[src/hdl/vpv_pkg.sv]
package vpv_pkg;

    localparam int FRAC_BITS = 16;

    localparam int CW       = 32;            // coordinate and coefficient width
    localparam int PW       = 2 * CW;        // exact product
    localparam int DW       = 64;            // reduced clip coordinate
    localparam int ROWS     = 3;             // clip x, y, w
    localparam int W_ROW    = 2;
    localparam int AXES     = 2;
    localparam int NDC_EXP  = 46;            // magnitude clamp of x/w
    localparam int QW       = NDC_EXP + 1;   // quotient bits, one per divider stage
    localparam int DIV_SHIFT = QW - FRAC_BITS;
    localparam int NW       = QW + 1;        // signed n + 1
    localparam int MSPLIT   = NW / 2;
    localparam int LO_W     = MSPLIT + 1;
    localparam int HI_W     = NW - MSPLIT;
    localparam int VP_W     = 16;
    localparam int SPAN_W   = VP_W + 1;
    localparam int PLO_W    = LO_W + SPAN_W;
    localparam int PHI_W    = HI_W + SPAN_W;
    localparam int VW       = NW + SPAN_W + 1;
    localparam int VPR_W    = 2 * VP_W;

    localparam logic [QW-1:0] NDC_LIMIT = {1'b1, {NDC_EXP{1'b0}}};
    localparam logic [NW-1:0] N_ONE     = NW'(1) << FRAC_BITS;
    localparam logic [CW-1:0] COEF_ONE  = CW'(1) << FRAC_BITS;

    localparam logic [PW-1:0]    ROW0_LO_RST = {COEF_ONE, {CW{1'b0}}};
    localparam logic [PW-1:0]    ROW1_LO_RST = {{CW{1'b0}}, COEF_ONE};
    localparam logic [PW-1:0]    ROW3_LO_RST = {PW{1'b0}};
    localparam logic [PW-1:0]    ROW3_HI_RST = {{CW{1'b0}}, COEF_ONE};
    localparam logic [PW-1:0]    ROW_HI_RST  = {PW{1'b0}};
    localparam logic [VPR_W-1:0] VIEW_LO_RST = {VPR_W{1'b0}};
    localparam logic [VPR_W-1:0] VIEW_HI_RST = {VP_W'(256), VP_W'(256)};

    typedef enum logic [2:0] {
        REG_ROW0_LO = 3'd0,
        REG_ROW0_HI = 3'd1,
        REG_ROW1_LO = 3'd2,
        REG_ROW1_HI = 3'd3,
        REG_ROW3_LO = 3'd4,
        REG_ROW3_HI = 3'd5,
        REG_VIEW_LO = 3'd6,
        REG_VIEW_HI = 3'd7
    } vpv_reg_t;

    typedef enum logic [1:0] {
        ST_OK     = 2'd0,
        ST_W_ZERO = 2'd1,
        ST_SAT    = 2'd2
    } vpv_status_t;

    typedef struct packed {
        logic [DW-1:0] rem;
        logic [QW-1:0] qd;     // dividend bits shift out at the top, quotient enters below
        logic          ovf;
        logic          neg;
        logic          zero;
    } vpv_axis_t;

    typedef struct packed {
        logic [DW-1:0] den;
        logic          wneg;
        logic          wzero;
        vpv_axis_t     ax;
        vpv_axis_t     ay;
    } vpv_div_t;

endpackage

[src/hdl/vpv_div_stage.sv]
module vpv_div_stage
    import vpv_pkg::*;
(
    input  logic     clk,
    input  logic     rst_n,
    input  logic     en,
    input  logic     in_valid,
    input  vpv_div_t in_data,
    output logic     out_valid,
    output vpv_div_t out_data
);

    logic     valid_reg;
    vpv_div_t data_reg;
    vpv_div_t data_next;

    // one restoring step: bring in the next dividend bit, subtract if it fits
    function automatic vpv_axis_t step_axis(vpv_axis_t a, logic [DW-1:0] den);
        logic [DW:0] trial;
        vpv_axis_t   r;
        r     = a;
        trial = {a.rem, a.qd[QW-1]};
        if (trial >= {1'b0, den})
        begin
            trial = trial - {1'b0, den};
            r.qd  = {a.qd[QW-2:0], 1'b1};
        end
        else
        begin
            r.qd  = {a.qd[QW-2:0], 1'b0};
        end
        r.rem = trial[DW-1:0];
        return r;
    endfunction

    always_comb
    begin
        data_next    = in_data;
        data_next.ax = step_axis(in_data.ax, in_data.den);
        data_next.ay = step_axis(in_data.ay, in_data.den);
    end

    always_ff @(posedge clk or negedge rst_n)
    begin
        if (!rst_n)
            valid_reg <= 1'b0;
        else if (en)
            valid_reg <= in_valid;
    end

    always_ff @(posedge clk)
    begin
        if (en)
            data_reg <= data_next;
    end

    assign out_valid = valid_reg;
    assign out_data  = data_reg;

endmodule
[config.mk]
export PLATFORM = sky130hd
export DESIGN_NAME = vpv_div_stage
export DESIGN_NICKNAME = d
export VERILOG_FILES = /design/src/hdl/vpv_pkg.sv /design/src/hdl/vpv_div_stage.sv
export SDC_FILE = /design/constraint.sdc
export NUM_CORES = 1
export LEC_CHECK = 0
export ABC_AREA = 1
export ABC_CLOCK_PERIOD_IN_PS = 800
export BUFFER_PORTS_ARGS = -buffer_cell sky130_fd_sc_hd__buf_2
export CORE_MARGIN = 5
export CORE_UTILIZATION = 30
export DETAILED_ROUTE_END_ITERATION = 8
export HOLD_SLACK_MARGIN = 0.06
export SLEW_MARGIN = 15
export SYNTH_ARGS = -nofsm -noshare
export SYNTH_HDL_FRONTEND = slang
export SYNTH_SLANG_ARGS = --single-unit
[constraint.sdc]
create_clock -name clk -period 0.8 [get_ports clk]
set_input_delay 0.08 -clock clk [delete_from_list [all_inputs] [get_ports clk]]
set_output_delay 0.08 -clock clk [all_outputs]
set_load 0.01 [all_outputs]
==> results of run 1 <==
[sequential cells by signal, indices dropped and copies added, names as in the netlist]
name	count
out_data	294
out_valid	1
[cell usage after synthesis, drive strengths merged, types with 2 or more instances]
library cell	n
nand2	1379
buf	31
ha	128
o21ai	16
and3	7
nand3	293
a21oi	92
fa	2
xnor2	2
or2	2
clkbuf	8
nand3b	26
nor2	223
nor3	25
inv	711
and2	4
xor2	60
o21bai	5
nand4	21
edfxtp	294
a21o	2
nor4	11
[stage by stage]
step	instance area, um2	hold WS (ns)	total power, W	util, %
after floorplan	23500	-0.216	0.0292	-
after global placement	32600	-0.144	0.0398	43.0
after detailed placement	32600	-0.144	0.0399	43.0
after CTS	38600	0.0758	0.0581	50.9
after global routing	40200	0.0995	0.0624	53.1
final	40200	0.113	0.0595	53.1
[cells in the final DEF, fill, tap and decap left out, types with 59 or more instances in the layout]
| cell type | n |
|---|---|
| inv_1 | 629 |
| nor2_2 | 62 |
| nor2_1 | 128 |
| dlygate4sd3_1 | 296 |
| nand3_1 | 171 |
| buf_4 | 623 |
| a21oi_1 | 68 |
| nand2_1 | 1157 |
| edfxtp_1 | 294 |
| xor2_1 | 59 |
| ha_4 | 83 |
| nand3_2 | 109 |
| nand2_2 | 171 |
| buf_2 | 576 |
| inv_2 | 65 |
[worst max-delay path: cells and delay by family]
family                   cells  cell delay (ns)
adder cells (fa/ha/maj)      1             0.21
AND/OR/NAND/NOR              9             0.95
buffers and inverters        7             0.89
[power by group through the flow]
stage	clock network (W)	logic, W	registers, W
3_3_place_gp	0	0.0198	0.0200
3_5_place_dp	0	0.0199	0.0200
4_1_cts	0.0156	0.0227	0.0197
5_1_grt	0.0162	0.0263	0.0199
2_1_floorplan	0	0.00832	0.0209
6_report	0.0152	0.0245	0.0198
[logic make-up after synthesis]
| logic type | Yosys count | synth area share, % |
|---|---|---|
| AOI/OAI and AO/OA | 115 | 2.62 |
| xor gates and xnor gates | 62 | 2.37 |
| adders and majority gates | 130 | 7.16 |
| buffers and inverters | 751 | 12.9 |
| DFF | 295 | 38.6 |
| muxes | 1 | 0.0491 |
| and+or+nand+nor | 1991 | 36.3 |
[worst paths after layout]
check | end
min in group asynchronous | out_valid
hold reg to reg | out_valid
setup / recovery | out_data[61]
max in group asynchronous | out_valid
hold / removal | out_data[220]
setup reg to reg | out_valid
[layer usage]
| metal | vias up | global-route usage, % |
|---|---|---|
| li1 | 13549 | - |
| met1 | 12773 | 31.8 |
| met2 | 1039 | 48.7 |
| met3 | 219 | 4.10 |
| met4 | 8 | 9.34 |
| met5 | - | 0 |
[area by class of cell]
class | instances | area [um2]
well taps | 978 | 1220
multi-input cells | 2299 | 14200
clock buffers | 44 | 931
diodes | 3 | 7.51
clock inverters | 19 | 131
fillers | 7161 | 35600
repair buffers | 1591 | 12200
inverters | 712 | 2730
flip-flops and latches | 295 | 8850
[what timing repair did]
item / 4_1_cts / 5_1_grt
cloned: 10 / 10
setup endpoints to repair: 425 / 638
hold buffers: 297 / 0
endpoints found under the hold margin: 314 / 0
pin swaps: 63 / 106
buffers inserted: 27 / 10
resized for setup: 351 / 352
==> flow_summary.ini, run 1 <==
[outcome]
status = finished with violations
violations = negative setup slack

[cts]
cts_root_buf = clkbuf_16
cts_sinks = 295
worstSkewPairLatency_ns = 0.55
numCtsBuffers = 36
tritoncts = built
cts.path.max_buffers = 3
htreeDepth = 2
cts.clk_slew.worst_paths_ns = 0.06

[logic_synthesis]
yosys_most_used_dff = edfxtp_1
syn-instance-count = 3345
synth_nets = 3773
synth_seq_cells = 295
avgSynthCellArea_um2 = 6.85
synth_edf_count = 294
synth_top_cells_by_area = edfxtp_1, nand2_1, inv_1
synth_top_cell_by_area = edfxtp_1
ys_seq_area_share_pct = 38.6
synth_top_area_share_pct = 38.5
synth_cell_types = 37
synth_area_um2 = 22900
yosys_warnings = 0
async_flop_share_pct = 0.339

[route]
dr_wl_met2_um = 58500
wire_per_inst_um = 19.8
vias = 27588
wl_um = 118000
drtIter0Drc = 1749
dr_wl_met3_um = 7340
dr.pass1.iters = 6
highest_layer = met5
viasPerCell = 4.64
ant_nets = 0
drcViolationCount = 0
drt-met1-wl_um = 46700

[placement]
place_ws_ns = -1.89
place_hpwl_um = 92300
place.gp.congestion = 0.995
dpl.cell_count = 5529
portBuffers = 592

[power_and_ir_drop]
power.switching_fraction_pct = 35.2
ir_drop_mv = 1.64
seqPwrFrac_pct = 33.2
switchingPower_w = 0.0209
pwr-share-clk_pct = 25.6
powerDensity_nw_per_um2 = 1480
comb_power_share_pct = 41.2
leakagePower_nw = 20.9
power.internal_w = 0.0386

[flow_run]
max_cap_violations = 0

[min_path]
hold_path_depth = 4
hold_start = in_data[219]
hold_path_class = input pin to register

[floorplanning]
io_pins = 593
fp.dieW_um = 286
core_um2 = 75800
start_util_pct = 30.2
fp.dieArea_um2 = 82000
dieHeight_um = 286
rows = 101

[sta]
hold_viol = 0
final.setup.tns_ns = -238.40
grt_setup_unrepaired = true
maxSlewViolCount = 0
tightestPinTransition_ns = 0.510
finalCritPeriodShare_pct = 229
fin_skew_ns = 0
finalCriticalPeriod_ns = 1.83
relSlewSlack_pct = 65.9
fmax_mhz = 547
setup-violations-final = 460
setup_slack_ns = -1.03

[worst_setup_path]
critPathLaunch = in_data[236]
rr_worst_depth = 1
worstPathMaxFanout = 6
r2r-start = out_valid
critPathMaxStageDelay_ns = 0.27
critPathRequiredTime_ns = 1.12
critPathKind = input pin to register
cp-start-kind = input pin
rrSetupSlack_ns = 0.04
crit_chain = buf_2, inv_2, buf_4, ha_4, nand2_1, nor2_2, inv_2, nor3_1, buf_4, nand3_2, nand3_4, nor2_4, nand2_8, buf_12, clkbuf_16, nand2_2, nand2_1
slowest_stage = nor2_4
cp-end-kind = register
arrival_ns = 2.15

[global_routing]
grt_pass1_vias = 26993
grt_pass1_wl_um = 165000
grt_max_degree = 42
grt_usage_pct = 26.7
antenna_found_initial = 9
overflow = 0

[final_layout]
num-nets-final = 5363
area_growth_pct = 75.6
drive_above_1_share_pct = 40.4
layoutNonFillerInstCount = 5941
No activity file was read; power rests on OpenSTA's default activity.
==> run 2: changes to the inputs <==
CORE_ASPECT_RATIO = 0.9   (was default)
PLACE_DENSITY_LB_ADDON = 0.05   (was default)
==> run 2 against run 1 <==
The flow still finishes with violations (negative setup slack). Critical path depth down 2. Cell area up 0.11%. Non-clock buffer count up 18. Sequential power about the same. Maximum frequency down 1.6%. Sequential share of layout area about the same. Die area about the same. First-iteration DRC count down 4.5%. Clock skew unchanged.
==> flow_summary.ini, run 2 (synthesized netlist as in run 1, its figures left out) <==
[worst_setup_path]
worstPathMaxFanout = 62
critPathRequiredTime_ns = 1.11
rr_worst_depth = 1
cp-end-kind = register
r2r-start = out_valid
cp-start-kind = input pin
rrSetupSlack_ns = 0.04
critPathKind = input pin to register
arrival_ns = 2.17
timing.rr.end = out_valid

[global_routing]
grt_usage_pct = 25.9
antenna_found_initial = 4
overflow = 0
grt_pass1_wl_um = 159000
grt_max_degree = 63
grt_pass1_vias = 26117

[cts]
tritoncts = built
cts_root_buf = clkbuf_16
numCtsBuffers = 37
cts_sinks = 295
cts.clk_slew.worst_paths_ns = 0.07
cts.path.max_buffers = 3
htreeDepth = 2
worstSkewPairLatency_ns = 0.56

[final_layout]
final_cell_mix = nand2_1, buf_4, inv_1
drive_above_1_share_pct = 40.5
layoutNonFillerInstCount = 6014
area_growth_pct = 75.7
num-nets-final = 5382
layout_commonest_cell = nand2_1
largest_reg_flops = 294

[sta]
setup_slack_ns = -1.06
finalCriticalPeriod_ns = 1.86
timing.hold.ws_ns = 0.0903
hold_viol = 0
fmax_mhz = 538
setup-violations-final = 457
fin_skew_ns = 0
grt_setup_unrepaired = true
finalCritPeriodShare_pct = 232
tightestPinTransition_ns = 0.496
relSlewSlack_pct = 66.8
maxSlewViolCount = 0

[floorplanning]
fp.dieW_um = 301
dieHeight_um = 272
rows = 96
io_pins = 593
start_util_pct = 30.2
fp.dieArea_um2 = 82100
core_um2 = 76000

[route]
drcViolationCount = 0
ant_nets = 0
drtIter0Drc = 1670
vias = 26618
wl_um = 113000
wire_per_inst_um = 18.8
viasPerCell = 4.43
dr.pass1.iters = 7

[outcome]
violations = negative setup slack
status = finished with violations

[min_path]
hold_start = en
hold_path_class = input pin to register
hold_path_depth = 3
hold_end = out_data[86]

[power_and_ir_drop]
leakagePower_nw = 20.9
ir_drop_mv = 1.46
powerDensity_nw_per_um2 = 1510
power_w = 0.0607

[placement]
dpl.cell_count = 5595
portBuffers = 592
place_hpwl_um = 89800
place_ws_ns = -1.80
place.gp.congestion = 0.963

[flow_run]
max_cap_violations = 0
run 2: cell count changes in the layout (fill, tap and decap cells not counted), moves of 12 or more:
cell,change
buf_6,-15
inv_1,-12
nand3_2,-40
nand3_1,+47
nand2_2,+21
buf_4,+37
clkinvlp_4,+18
nor2_1,-17
run 2: worst max path at each step:
stage / start / end / slack, ns
finish: in_data[270] / out_data[173] / -1.06
global route: in_data[235] / out_data[109] / -1.09
CTS: in_data[289] / out_data[51] / -0.98
global placement: in_data[232] / out_data[227] / -1.78
detailed placement: in_data[232] / out_data[227] / -1.80
floorplan: in_data[290] / out_data[72] / -1.09
run 2: critical path, cell delays in order:
cell,delay (ns)
buf_2,0.11
clkinvlp_4,0.22
ha_4,0.37
nand2_1,0.10
nor2_4,0.13
inv_2,0.05
nor2_4,0.10
nand2_2,0.08
nor2_4,0.15
nand2_2,0.07
nand3_2,0.09
nor2_4,0.07
buf_12,0.17
nand3_1,0.17
nand2_1,0.07
run 2: where the power goes:
part	switching (W)	internal (W)	leakage [nW]	total [W]
logic	0.0130	0.0109	17.5	0.0239
clock network	0.00710	0.0101	0.587	0.0172
registers	0.000475	0.0192	2.89	0.0196
total	0.0206	0.0402	20.9	0.0607
run 2: final cells by class:
cell class / instances / area (um2)
fill: 7492 / 35700
timing repair buffer: 1609 / 12200
antenna: 3 / 7.51
clock inverter: 27 / 289
multi-input combinational: 2299 / 14000
sequential: 295 / 8850
tap: 1029 / 1290
inverter: 712 / 2780
clock buffer: 40 / 937
run 2: stage by stage:
step           instance area (um2)  TNS, ns  utilization, %
2_1_floorplan                23500  -134.45               -
3_3_place_gp                 32800  -245.43            43.2
3_5_place_dp                 32800  -245.19            43.2
4_1_cts                      38200  -244.48            50.3
5_1_grt                      40300  -260.07            53.0
6_report                     40300  -239.26            53.0
run 2: metal layers:
layer,wire (um),global-route usage (%)
met1,47900,33.4
met3,6540,3.22
met5,16,0
met2,54500,44.9
met4,3920,8.35
run 2: timing repair:
item,4_1_cts,5_1_grt
setup endpoints to repair,425,457
hold endpoints to repair,313,0
hold buffers,299,0
buffers inserted,17,20
cloned,3,11
pin swaps,24,121
resized for setup,208,429
